==> config.mk <==
export PLATFORM = sky130hd
export DESIGN_NAME = mm_fifo
export DESIGN_NICKNAME = d
export VERILOG_FILES = /design/src/rtl/mm_pkg.sv /design/src/rtl/mm_fifo.sv
export SDC_FILE = /design/constraint.sdc
export NUM_CORES = 1
export LEC_CHECK = 0
export BUFFER_PORTS_ARGS = -buffer_cell sky130_fd_sc_hd__buf_2
export CORE_MARGIN = 2
export CORE_UTILIZATION = 55
export CTS_CLUSTER_SIZE = 16
export DETAILED_ROUTE_END_ITERATION = 8
export PLACE_DENSITY_LB_ADDON = 0.3
export RECOVER_POWER = 25
export SYNTH_ARGS = -nofsm -noshare
export SYNTH_HDL_FRONTEND = slang
export SYNTH_SLANG_ARGS = --single-unit
==> constraint.sdc <==
create_clock -name clk_i -period 2.67 [get_ports clk_i]
set_input_delay 0.4005 -clock clk_i [delete_from_list [all_inputs] [get_ports clk_i]]
set_output_delay 0.4005 -clock clk_i [all_outputs]
set_load 0.01 [all_outputs]
==> src/rtl/mm_pkg.sv <==
// ----------------------------------------------------------------------------
// mm_pkg: shared types and constants of the matrix multiply block
// Field widths, command and register codes, queue entry and pipeline tags.
// ----------------------------------------------------------------------------
package mm_pkg;

  localparam int unsigned IDX_W  = 3;
  localparam int unsigned DIM_W  = 4;
  localparam int unsigned DATA_W = 32;
  localparam int unsigned PROD_W = 2 * DATA_W;
  // Up to eight products are summed, so three guard bits keep the sum exact.
  localparam int unsigned ACC_W  = PROD_W + IDX_W;
  localparam int unsigned FRAC_W = 16;

  localparam int unsigned QUEUE_DEPTH = 4;
  localparam int unsigned QPTR_W      = $clog2(QUEUE_DEPTH);

  localparam logic [1:0] CMD_LOAD_A  = 2'd0;
  localparam logic [1:0] CMD_LOAD_B  = 2'd1;
  localparam logic [1:0] CMD_COMPUTE = 2'd2;

  localparam logic [1:0] CFG_ROWS_A = 2'd0;
  localparam logic [1:0] CFG_COLS_A = 2'd1;
  localparam logic [1:0] CFG_ROWS_B = 2'd2;
  localparam logic [1:0] CFG_COLS_B = 2'd3;

  localparam logic [DIM_W-1:0] ROWS_A_RESET = 4'd2;
  localparam logic [DIM_W-1:0] COLS_A_RESET = 4'd3;
  localparam logic [DIM_W-1:0] ROWS_B_RESET = 4'd3;
  localparam logic [DIM_W-1:0] COLS_B_RESET = 4'd2;

  // Half an output LSB, added before the final shift for round to nearest.
  localparam logic [ACC_W-1:0] ROUND_HALF = ACC_W'(1) << (FRAC_W - 1);

  typedef enum logic [1:0] {
    OP_LOAD_A,
    OP_LOAD_B,
    OP_COMPUTE,
    OP_MISMATCH
  } op_e;

  typedef enum logic {
    BK_IDLE,
    BK_RUN
  } back_state_e;

  typedef struct packed {
    op_e               op;
    logic [IDX_W-1:0]  row;
    logic [IDX_W-1:0]  col;
    logic [DATA_W-1:0] value;
  } q_item_t;

  typedef struct packed {
    logic [IDX_W-1:0] rows_last;
    logic [IDX_W-1:0] inner_last;
    logic [IDX_W-1:0] cols_last;
    logic             mismatch;
  } dims_t;

  typedef struct packed {
    logic             valid;
    logic             first;
    logic             last_term;
    logic             last_entry;
    logic             mismatch;
    logic [IDX_W-1:0] row;
    logic [IDX_W-1:0] col;
  } term_t;

endpackage

==> src/rtl/mm_fifo.sv <==
// ----------------------------------------------------------------------------
// mm_fifo: command queue
// Short first-in first-out queue between the decode and execute sides.
// ----------------------------------------------------------------------------
module mm_fifo (
  input  logic            clk_i,
  input  logic            rst_ni,
  input  logic            push_i,
  input  mm_pkg::q_item_t item_i,
  input  logic            pop_i,
  output mm_pkg::q_item_t head_o,
  output logic            full_o,
  output logic            empty_o
);
  import mm_pkg::*;

  q_item_t           slots_q [QUEUE_DEPTH];
  logic [QPTR_W-1:0] wr_ptr_q, wr_ptr_d;
  logic [QPTR_W-1:0] rd_ptr_q, rd_ptr_d;
  logic [QPTR_W:0]   count_q, count_d;

  assign full_o  = (count_q == (QPTR_W + 1)'(QUEUE_DEPTH));
  assign empty_o = (count_q == '0);
  assign head_o  = slots_q[rd_ptr_q];

  always_comb begin
    wr_ptr_d = push_i ? wr_ptr_q + QPTR_W'(1) : wr_ptr_q;
    rd_ptr_d = pop_i ? rd_ptr_q + QPTR_W'(1) : rd_ptr_q;
    count_d  = count_q;
    if (push_i && !pop_i) begin
      count_d = count_q + (QPTR_W + 1)'(1);
    end else if (pop_i && !push_i) begin
      count_d = count_q - (QPTR_W + 1)'(1);
    end
  end

  always_ff @(posedge clk_i or negedge rst_ni) begin
    if (!rst_ni) begin
      wr_ptr_q <= '0;
      rd_ptr_q <= '0;
      count_q  <= '0;
    end else begin
      wr_ptr_q <= wr_ptr_d;
      rd_ptr_q <= rd_ptr_d;
      count_q  <= count_d;
    end
  end

  always_ff @(posedge clk_i) begin
    if (push_i) begin
      slots_q[wr_ptr_q] <= item_i;
    end
  end

endmodule

==> results by group <==
Status
  • Run status: complete, no violations

Pwr
  • PwrDens: 1110 nW/um2
  • Worst vdd ir: 559 uV
  • Seq pwr share: 45.3%
  • Combinational power share: 26.9%
  • Pint: 0.00584 W
  • Clock power frac: 27.8%
  • Switch Pwr: 0.00231 W
  • LEAKAGE: 2.51 nW
  • Sw frac: 28.3%
  • Final Power: 0.00815 W

Floorplanning
  • Die Ht: 110 um
  • Initial Util: 56.9%
  • Num rows: 38
  • Chip width: 110 um
  • Ports: 86
  • Die footprint: 12,200 um2
  • Core area: 10,900 um2

Setup path
  • Crit path required time: 2270 ps
  • Setup crit start kind: flip-flop
  • Kind of end point of the critical path: primary output
  • Worst-path fanout max: 15
  • CP arrival: 2010 ps
  • WS Path Type: reg2out

Routing
  • Routed wire per std cell: 19.7 um
  • Via count: 2,770
  • DRC: 0
  • Drt first pass iters: 4
  • Final WL: 9830 um
  • 1st-iter DRT viols: 133
  • Vias per std cell: 5.55
  • Post-route ant nets: 0

Timing
  • Max Clock Freq: 415 MHz
  • Final Hold Vio Count: 0
  • Rel. slew slack: 61.9%
  • Pins Over Slew Limit: 0
  • Skew final: 3.70 ps
  • Final setup viols: 0
  • Final period utilization: 90.3%
  • Worst-Margin Slew: 571 ps
  • RSZ-0062 raised after global routing: false
  • Crit path time final: 2410 ps
  • Setup_tns: 0 ps

Layout
  • Nets: 397
  • Fraction of layout instances using a drive strength above 1: 38.7%
  • Final Non-Filler Cells: 499
  • Layout area overhead: 18.6%
  • N_diodes: 0
  • Final Util: 67.4%

Placed design
  • Routability cong.: 0.766
  • # port buffers: 85
  • Detailed Place HPWL: 5960 um
  • Dpl cells: 467

Clock network
  • Num CTS Buffers: 17
  • Resized Gates After CTS: 0
  • Worst-path clk slew: 60 ps
  • Clock latency on the worst-skew pair: 410 ps
  • # H-tree levels: 4
  • TritonCTS clock tree: yes
  • Root Buffer: clkbuf_16
  • Max Buffers Root-to-Sink: 2
  • CTS sink count: 167

Synthesis
  • Post-synthesis sequential area ratio: 80.1%
  • Mapped Nets: 294
  • Post-Syn Area per Cell: 25.5 um2
  • Unique cell type count in the Yosys netlist: 20
  • Syn Inst Count: 244
  • Top cell type's share of synthesized area: 77.3%
  • Synth warn: 0
  • Post-synthesis register bit count: 167
  • Ys async rst share: 4.19%
  • Most numerous cell in the Yosys netlist: edfxtp_1
  • Synth top cells by count: 160 x edfxtp_1, 38 x mux4_2, 7 x dfrtp_1, 5 x ha_1
  • Synth top area cells: edfxtp_1 77%, mux4_2 14%, dfrtp_1 2.8%, buf_12 1.3%, ha_1 1.0%
  • Post-synth top flop: edfxtp_1
  • Synthesized area: 6220 um2
  • Number of flops mapped to enable cells by yosys: 160
  • Post-synth top area cell: edfxtp_1

Global route
  • Met3 usage: 4.94%
  • First-pass GRT wire length: 15,100 um
  • Gr busiest metal: met2
  • M1 GR Usage: 21.8%
  • Total GRT Usage: 18.0%
  • Global route total overflow: 0
  • Vias in the first global route: 2,920
  • M2 GR Usage: 30.6%
  • Antenna violations before repair: 0
  • Largest net degree at the start of global routing: 27

Job
  • Max-cap viol count: 0

Worst hold path
  • Hold WC Path Type: in2reg
-- path summary, 6_finish.rpt --
path / from / endpoint / slack (ps) / cells past startpoint
setup / recovery: rd_ptr_q[0] / head_o[26] / 260 / 3
hold / removal: pop_i / rd_ptr_q[0] / 200 / 2
setup reg to reg: wr_ptr_q[0] / slots_q[2][7] / 950 / 4
hold reg to reg: count_q[2] / count_q[2] / 500 / 1
max in group asynchronous: rst_ni / rd_ptr_q[0] / 2140 / 2
min in group asynchronous: rst_ni / count_q[2] / 350 / 2
-- state kept, by name (all words and copies together) (netlist names) --
signal and count:
count_q 3, rd_ptr_q 2, slots_q 160, wr_ptr_q 2
-- area by class of cell --
| class | instances | area, um2 |
|---|---|---|
| clock buffers | 17 | 425 |
| clock inverters | 14 | 126 |
| fillers | 723 | 3560 |
| inverters | 4 | 15.0 |
| multi-input cells | 63 | 1110 |
| flip-flops and latches | 167 | 4980 |
| well taps | 140 | 175 |
| repair buffers | 94 | 536 |
-- through the flow --
| stage | cell area (um2) | worst slack [ps] | hold WS [ps] |
|---|---|---|---|
| floorplan | 6220 | 680 | 105 |
| global placement | 6850 | 656 | 245 |
| detailed placement | 6850 | 644 | 246 |
| CTS | 7410 | 196 | 183 |
| global route | 7380 | 105 | 195 |
| finish | 7380 | 259 | 200 |
-- power by group through the flow --
| stage | clock [W] | sequential [W] | combinational (W) |
|---|---|---|---|
| 2_1_floorplan | 0 | 0.00359 | 0.00164 |
| 3_3_place_gp | 0 | 0.00373 | 0.00223 |
| 3_5_place_dp | 0 | 0.00376 | 0.00225 |
| 4_1_cts | 0.00230 | 0.00371 | 0.00227 |
| 5_1_grt | 0.00241 | 0.00375 | 0.00241 |
| 6_report | 0.00226 | 0.00369 | 0.00220 |
-- per-layer routing --
| layer | vias up | part of all wire [%] |
|---|---|---|
| met3 | 14 | 4.7 |
| met2 | 70 | 54 |
| li1 | 1236 | - |
| met5 | - | 0 |
| met1 | 1450 | 39 |
| met4 | 0 | 1.5 |
-- layout by cell type (no fill, tap or decap), types with 2 or more instances in the layout --
| cell | n |
|---|---|
| mux4_1 | 2 |
| buf_12 | 6 |
| nand2_1 | 2 |
| xor2_1 | 4 |
| clkinvlp_4 | 5 |
| edfxtp_1 | 160 |
| inv_6 | 4 |
| xnor2_1 | 2 |
| ha_1 | 5 |
| dfrtp_1 | 5 |
| and2_2 | 4 |
| buf_2 | 57 |
| inv_1 | 4 |
| clkbuf_1 | 28 |
| clkinv_1 | 2 |
| mux4_2 | 38 |
| clkbuf_16 | 17 |
| buf_4 | 2 |
-- worst max-delay path, cell delays in order, from the launching register on --
cell and delay (ps):
dfrtp_4 620, buf_4 270, mux4_1 550, buf_2 150
-- logic make-up after synthesis --
| logic type | share of synthesized area (%) |
|---|---|
| compound gates | 0.0804 |
| xor+xnor | 0.845 |
| fa+ha+maj | 1.33 |
| buf+inv | 2.09 |
| flops | 80.1 |
| mux | 14.8 |
| simple gates | 0.785 |
-- repair_timing --
| action | CTS | global route |
|---|---|---|
| setup buffers | 0 | 0 |
| hold buffers | 1 | 0 |
| hold endpoints to repair | 7 | 0 |
| setup endpoints to repair | 0 | 0 |
No activity file was read; power rests on OpenSTA's default activity.
