$ cat config.mk
export PLATFORM = sky130hd
export DESIGN_NAME = mm_mac_flat
export DESIGN_NICKNAME = d
export VERILOG_FILES = /design/src/rtl/mm_pkg.sv /design/src/rtl/mm_out_if.sv /design/src/rtl/mm_mac.sv /design/src/flat_wrapper.sv
export SDC_FILE = /design/constraint.sdc
export NUM_CORES = 2
export LEC_CHECK = 0
export BUFFER_PORTS_ARGS = -buffer_cell sky130_fd_sc_hd__buf_2
export CELL_PAD_IN_SITES_DETAIL_PLACEMENT = 1
export CELL_PAD_IN_SITES_GLOBAL_PLACEMENT = 1
export CORE_MARGIN = 5
export CORE_UTILIZATION = 39
export CTS_CLUSTER_DIAMETER = 50
export DETAILED_ROUTE_END_ITERATION = 16
export PLACE_DENSITY_LB_ADDON = 0.1
export SLEW_MARGIN = 10
export SYNTH_ARGS = -nofsm -noshare
export SYNTH_HDL_FRONTEND = slang
export SYNTH_SLANG_ARGS = --single-unit
$ cat constraint.sdc
create_clock -name clk_i -period 11.95 [get_ports clk_i]
set_clock_uncertainty 0.05 [all_clocks]
set_input_delay 2.39 -clock clk_i [delete_from_list [all_inputs] [get_ports clk_i]]
set_output_delay 2.39 -clock clk_i [all_outputs]
set_load 0.01 [all_outputs]
$ cat src/rtl/mm_pkg.sv
// ----------------------------------------------------------------------------
// mm_pkg: shared types and constants of the matrix multiply block
// Field widths, command and register codes, queue entry and pipeline tags.
// ----------------------------------------------------------------------------
package mm_pkg;

  localparam int unsigned IDX_W  = 3;
  localparam int unsigned DIM_W  = 4;
  localparam int unsigned DATA_W = 32;
  localparam int unsigned PROD_W = 2 * DATA_W;
  // Up to eight products are summed, so three guard bits keep the sum exact.
  localparam int unsigned ACC_W  = PROD_W + IDX_W;
  localparam int unsigned FRAC_W = 16;

  localparam int unsigned QUEUE_DEPTH = 4;
  localparam int unsigned QPTR_W      = $clog2(QUEUE_DEPTH);

  localparam logic [1:0] CMD_LOAD_A  = 2'd0;
  localparam logic [1:0] CMD_LOAD_B  = 2'd1;
  localparam logic [1:0] CMD_COMPUTE = 2'd2;

  localparam logic [1:0] CFG_ROWS_A = 2'd0;
  localparam logic [1:0] CFG_COLS_A = 2'd1;
  localparam logic [1:0] CFG_ROWS_B = 2'd2;
  localparam logic [1:0] CFG_COLS_B = 2'd3;

  localparam logic [DIM_W-1:0] ROWS_A_RESET = 4'd2;
  localparam logic [DIM_W-1:0] COLS_A_RESET = 4'd3;
  localparam logic [DIM_W-1:0] ROWS_B_RESET = 4'd3;
  localparam logic [DIM_W-1:0] COLS_B_RESET = 4'd2;

  // Half an output LSB, added before the final shift for round to nearest.
  localparam logic [ACC_W-1:0] ROUND_HALF = ACC_W'(1) << (FRAC_W - 1);

  typedef enum logic [1:0] {
    OP_LOAD_A,
    OP_LOAD_B,
    OP_COMPUTE,
    OP_MISMATCH
  } op_e;

  typedef enum logic {
    BK_IDLE,
    BK_RUN
  } back_state_e;

  typedef struct packed {
    op_e               op;
    logic [IDX_W-1:0]  row;
    logic [IDX_W-1:0]  col;
    logic [DATA_W-1:0] value;
  } q_item_t;

  typedef struct packed {
    logic [IDX_W-1:0] rows_last;
    logic [IDX_W-1:0] inner_last;
    logic [IDX_W-1:0] cols_last;
    logic             mismatch;
  } dims_t;

  typedef struct packed {
    logic             valid;
    logic             first;
    logic             last_term;
    logic             last_entry;
    logic             mismatch;
    logic [IDX_W-1:0] row;
    logic [IDX_W-1:0] col;
  } term_t;

endpackage

$ cat src/rtl/mm_out_if.sv
// ----------------------------------------------------------------------------
// mm_out_if: result channel of the matrix multiply block
// Valid/ready channel carrying one product entry or a status result.
// ----------------------------------------------------------------------------
interface mm_out_if;
  logic        valid;
  logic        ready;
  logic [2:0]  out_row;
  logic [2:0]  out_col;
  logic [31:0] product_value;
  logic        status;
  logic        last;

  modport source (output valid, out_row, out_col, product_value, status, last,
                  input ready);
  modport sink (input valid, out_row, out_col, product_value, status, last,
                output ready);
endinterface

$ cat src/rtl/mm_mac.sv
// ----------------------------------------------------------------------------
// mm_mac: multiply-accumulate and result stage
// Multiplies one A and B entry per cycle unless held, sums the exact products
// of one entry, rounds to Q16.16, saturates and holds the result for transfer.
// ----------------------------------------------------------------------------
module mm_mac (
  input  logic                      clk_i,
  input  logic                      rst_ni,
  input  mm_pkg::term_t             term_i,
  input  logic [mm_pkg::DATA_W-1:0] a_i,
  input  logic [mm_pkg::DATA_W-1:0] b_i,
  output logic                      hold_o,
  mm_out_if.source                  out_ch
);
  import mm_pkg::*;

  localparam int unsigned TopLo = FRAC_W + DATA_W - 1;

  logic signed [DATA_W-1:0] a_s, b_s;
  logic signed [PROD_W-1:0] prod_q, prod_d;
  logic signed [ACC_W-1:0]  acc_q, acc_d;
  logic [ACC_W-1:0]         rnd;
  logic [ACC_W-1:TopLo]     rnd_top;
  logic [DATA_W-1:0]        sat;
  term_t                    tag2_q, tag3_q, tag3_d;

  logic                     out_valid_q;
  logic [IDX_W-1:0]         out_row_q, out_col_q;
  logic [DATA_W-1:0]        out_value_q;
  logic                     out_status_q, out_last_q;

  assign hold_o = out_valid_q && !out_ch.ready;

  assign a_s    = $signed(a_i);
  assign b_s    = $signed(b_i);
  assign prod_d = term_i.mismatch ? '0 : PROD_W'(a_s * b_s);
  assign acc_d  = (tag2_q.first ? '0 : acc_q) + ACC_W'(prod_q);

  // Only the last term of an entry moves on to the result stage.
  always_comb begin
    tag3_d       = tag2_q;
    tag3_d.valid = tag2_q.valid && tag2_q.last_term;
  end

  // Round half up, then saturate when the bits above the result are not all
  // copies of its sign.
  always_comb begin
    rnd     = acc_q + ROUND_HALF;
    rnd_top = rnd[ACC_W-1:TopLo];
    if ((&rnd_top) || !(|rnd_top)) begin
      sat = rnd[TopLo:FRAC_W];
    end else if (rnd[ACC_W-1]) begin
      sat = {1'b1, {(DATA_W - 1){1'b0}}};
    end else begin
      sat = {1'b0, {(DATA_W - 1){1'b1}}};
    end
  end

  always_ff @(posedge clk_i or negedge rst_ni) begin
    if (!rst_ni) begin
      tag2_q      <= '0;
      tag3_q      <= '0;
      out_valid_q <= 1'b0;
    end else if (!hold_o) begin
      tag2_q      <= term_i;
      tag3_q      <= tag3_d;
      out_valid_q <= tag3_q.valid;
    end
  end

  always_ff @(posedge clk_i) begin
    if (!hold_o) begin
      prod_q <= prod_d;
      if (tag2_q.valid) begin
        acc_q <= acc_d;
      end
      if (tag3_q.valid) begin
        out_row_q    <= tag3_q.row;
        out_col_q    <= tag3_q.col;
        out_value_q  <= sat;
        out_status_q <= tag3_q.mismatch;
        out_last_q   <= tag3_q.last_entry;
      end
    end
  end

  assign out_ch.valid         = out_valid_q;
  assign out_ch.out_row       = out_row_q;
  assign out_ch.out_col       = out_col_q;
  assign out_ch.product_value = out_value_q;
  assign out_ch.status        = out_status_q;
  assign out_ch.last          = out_last_q;

endmodule

$ cat src/flat_wrapper.sv
// flat-port wrapper written by rule: the top's interface ports become plain ports
module mm_mac_flat import mm_pkg::*;
  (clk_i, rst_ni, term_i, a_i, b_i, hold_o, out_ch_valid, out_ch_out_row, out_ch_out_col, out_ch_product_value, out_ch_status, out_ch_last, out_ch_ready);
  mm_out_if out_ch_i ();
  input  logic clk_i;
  input  logic rst_ni;
  input  mm_pkg::term_t term_i;
  input  logic [mm_pkg::DATA_W-1:0] a_i;
  input  logic [mm_pkg::DATA_W-1:0] b_i;
  output logic hold_o;
  output wire logic [$bits(out_ch_i.valid)-1:0] out_ch_valid;
  output wire logic [$bits(out_ch_i.out_row)-1:0] out_ch_out_row;
  output wire logic [$bits(out_ch_i.out_col)-1:0] out_ch_out_col;
  output wire logic [$bits(out_ch_i.product_value)-1:0] out_ch_product_value;
  output wire logic [$bits(out_ch_i.status)-1:0] out_ch_status;
  output wire logic [$bits(out_ch_i.last)-1:0] out_ch_last;
  input wire logic [$bits(out_ch_i.ready)-1:0] out_ch_ready;
  assign out_ch_valid = out_ch_i.valid;
  assign out_ch_out_row = out_ch_i.out_row;
  assign out_ch_out_col = out_ch_i.out_col;
  assign out_ch_product_value = out_ch_i.product_value;
  assign out_ch_status = out_ch_i.status;
  assign out_ch_last = out_ch_i.last;
  assign out_ch_i.ready = out_ch_ready;
  mm_mac u_core (.clk_i(clk_i), .rst_ni(rst_ni), .term_i(term_i), .a_i(a_i), .b_i(b_i), .hold_o(hold_o), .out_ch(out_ch_i));
endmodule
==> flow_metrics.env <==
export IMPL_route_vias_total=33300
export IMPL_fmax_mhz=91.5
export IMPL_post_route_util_pct=41.5
export IMPL_worstMarginPinSlew_ps=1170
export IMPL_cp_arrival_ps=11070
export IMPL_worst_slack_ps=1020
export IMPL_wl_met3_mm=7.37
export IMPL_rows=128
export IMPL_grt_overflow_total=0
export IMPL_viasPerCell=5.05
export IMPL_place_gp_congestion=0.865
export IMPL_preCtsSetupSlack_ps=502
export IMPL_grt_pass1_vias=37900
export IMPL_final_setup_tns_ps=0
export IMPL_seq_area_frac_synth_pct=11.8
export IMPL_ctsHoldBuffers=0
export IMPL_avgSynthCellArea_um2=9.54
export IMPL_area_growth_pct=5.68
export IMPL_relSlewSlack_pct=21.8
export IMPL_wl_met1_mm=71.0
export IMPL_status="finished clean"
export IMPL_hp_class="reg2reg"
export IMPL_yosysWarnings=0
export IMPL_ys_types=79
export IMPL_die_height_um=360
export IMPL_grt_pass1_wl_mm=228
export IMPL_synth_top_family_by_area="adder cells"
export IMPL_synth_simple_area_share_pct=17.2
export IMPL_insertion_delay_ps=470
export IMPL_ys_async_sr_fraction_pct=10.9
export IMPL_crit_path_end_kind="flop"
export IMPL_grt_max_degree=71
export IMPL_start_util_pct=39.2
export IMPL_netlist_area_um2=47800
export IMPL_die_area_um2=130000
export IMPL_root_buffer="clkbuf_16"
export IMPL_drive_gt1_share_pct=4.76
export IMPL_antenna_found_initial=6
export IMPL_post_cts_buffers=0
export IMPL_synthMuxAreaShare_pct=0.162
export IMPL_synth_adder_area_share_pct=52.0
export IMPL_finalMaxSlewViolations=0
export IMPL_htree_levels=4
export IMPL_fin_crit_ps=10930
export IMPL_period_share_pct=91.5
export IMPL_synth_cells=5008
export IMPL_ys_seq_elements=192
export IMPL_path_class="in2reg"
export IMPL_start_kind="input port"
export IMPL_dp_final_hpwl_mm=119
export IMPL_whs_ps=402
export IMPL_clkTransAtPathRegs_ps=80
export IMPL_cp_max_fo=32
export IMPL_die_w_um=360
export IMPL_dr_max_layer_used="met4"
export IMPL_synthFlopType="edfxtp_1"
export IMPL_drtAntennaViolNets=0
export IMPL_synth_xor_area_share_pct=2.99
export IMPL_finalHoldViolations=0
export IMPL_synth_edff_count=171
export IMPL_rsz0062_at_grt="no"
export IMPL_synth_compound_area_share_pct=6.11
export IMPL_synth_top_cell_area_share_pct=45.4
export IMPL_wl_per_cell_um=21.7
export IMPL_cts_resized=0
export IMPL_clk_path_buf_depth=2
export IMPL_finalSetupViolCount=0
export IMPL_drc=0
export IMPL_fin_nets=6361
export IMPL_synthTopCellsByArea="fa_1, edfxtp_1, inv_1"
export IMPL_synth_top_area_cell="fa_1"
export IMPL_synth_fp_nets=6420
export IMPL_wl_met2_mm=62.9
export IMPL_core_um2=122000
export IMPL_cts_sinks=192
export IMPL_firstDrtPassIters=7
export IMPL_cts_inserted_buffers=17
export IMPL_io_buffers=119
export IMPL_cts_tree="yes"
export IMPL_ioPinCount=120
export IMPL_drt_wl_total_mm=143
export IMPL_track_usage_pct=22.6
export IMPL_worstPathRequired_ps=12090
export IMPL_drt_initial_drc_count=1698
export IMPL_drv_cap=0
through the flow:
stage | area [µm²] | cells
after global placement | 49900 | 6555
after CTS | 50500 | 6587
after detailed placement | 49900 | 6555
final | 50500 | 6589
after global routing | 50500 | 6587
after floorplan | 47800 | 5008
cell usage in the layout (no fill, tap or decap), drive strengths merged, types with 6 or more instances in the layout:
cell type	instances
nor4	7
and3	29
nand3	42
edfxtp	171
mux2	6
o21bai	16
o211ai	9
dfrtp	21
a21o	72
o21ai	90
o21a	18
ha	251
nor3	18
nand2b	22
nand2	636
a31oi	23
inv	985
a211oi	14
buf	173
xnor2	95
nor2b	111
clkbuf	24
nand4	34
and4	9
and2	542
o31ai	8
a21oi	167
nor2	136
fa	1083
xor2	68
flip-flops by register name (all words and copies together) (netlist names):
name	flops
u_core.prod_q	64
u_core.out_ch.valid	1
u_core.out_ch.out_row	3
u_core.out_ch.status	1
u_core.out_ch.last	1
u_core.tag2_q	11
u_core.acc_q	67
u_core.tag3_q	9
u_core.out_ch.out_col	3
u_core.out_ch.product_value	32
path summary, 6_finish.rpt:
check	from	to	slack [ps]	depth (start not counted)
worst max-delay path	b_i[2]	u_core.prod_q[63]	1020	24
worst min-delay path	u_core.tag3_q[5]	u_core.out_ch.out_row[2]	400	0
worst max register to register	u_core.tag2_q[9]	u_core.acc_q[63]	7080	14
worst min register to register	u_core.tag3_q[5]	u_core.out_ch.out_row[2]	400	0
max in group asynchronous	rst_ni	u_core.tag2_q[9]	9670	1
min in group asynchronous	rst_ni	u_core.tag2_q[5]	1830	1
kinds of logic after synthesis:
kind of cell,count (synthesis)
fa+ha+maj,1334
simple gates,1614
flops,192
compound gates,465
xor+xnor,163
mux,7
buf+inv,1233
final cells by class:
cell class | instances | area (µm²)
Tap cell | 1625 | 2030
Inverter | 982 | 3690
Clock buffer | 24 | 536
Multi-Input combinational cell | 3583 | 37500
Antenna cell | 2 | 5.00
Timing Repair Buffer | 173 | 1010
Fill cell | 13900 | 71200
Clock inverter | 8 | 88.8
Sequential cell | 192 | 5660
metal layers:
metal / vias up / track usage, %
met5: - / 0
met2: 636 / 34.8
met1: 17600 / 34.4
met4: 0 / 3.68
li1: 15000 / -
met3: 89 / 3.67
cell usage after synthesis (all sizes together), types with 3 or more instances:
library cell  instances
fa                 1083
inv                 982
nand2               636
and2                542
ha                  251
clkbuf              242
edfxtp              171
a21oi               167
nor2                136
nor2b               111
xnor2                95
o21ai                90
a21o                 72
xor2                 68
nand3                42
nand4                34
and3                 29
a31oi                23
nand2b               22
dfrtp                21
nor3                 18
o21a                 18
o21bai               16
a211oi               14
and4                  9
buf                   9
o211ai                9
o31ai                 8
nor4                  7
mux2                  6
a21boi                5
a221o                 5
o22ai                 5
or3                   5
nand3b                4
or2                   4
or4                   4
a211o                 3
a221oi                3
a41oi                 3
o311ai                3
o31a                  3
worst max-delay path: stages:
cell	delay (ps)
buf_2	560
nand2_1	200
inv_1	180
fa_1	450
fa_1	490
fa_1	750
fa_1	1080
inv_1	450
fa_1	600
inv_1	60
fa_1	530
inv_1	60
fa_1	490
inv_1	60
fa_1	460
ha_1	380
a21o_1	200
a21oi_1	240
or3b_2	500
a2111o_1	440
nand4_1	140
a21oi_1	80
xnor2_1	190
nor2_1	60
Power is left out: the tool's default activity adds up to more than one toggle a clock period on the data nets, which glitch-free logic cannot reach.
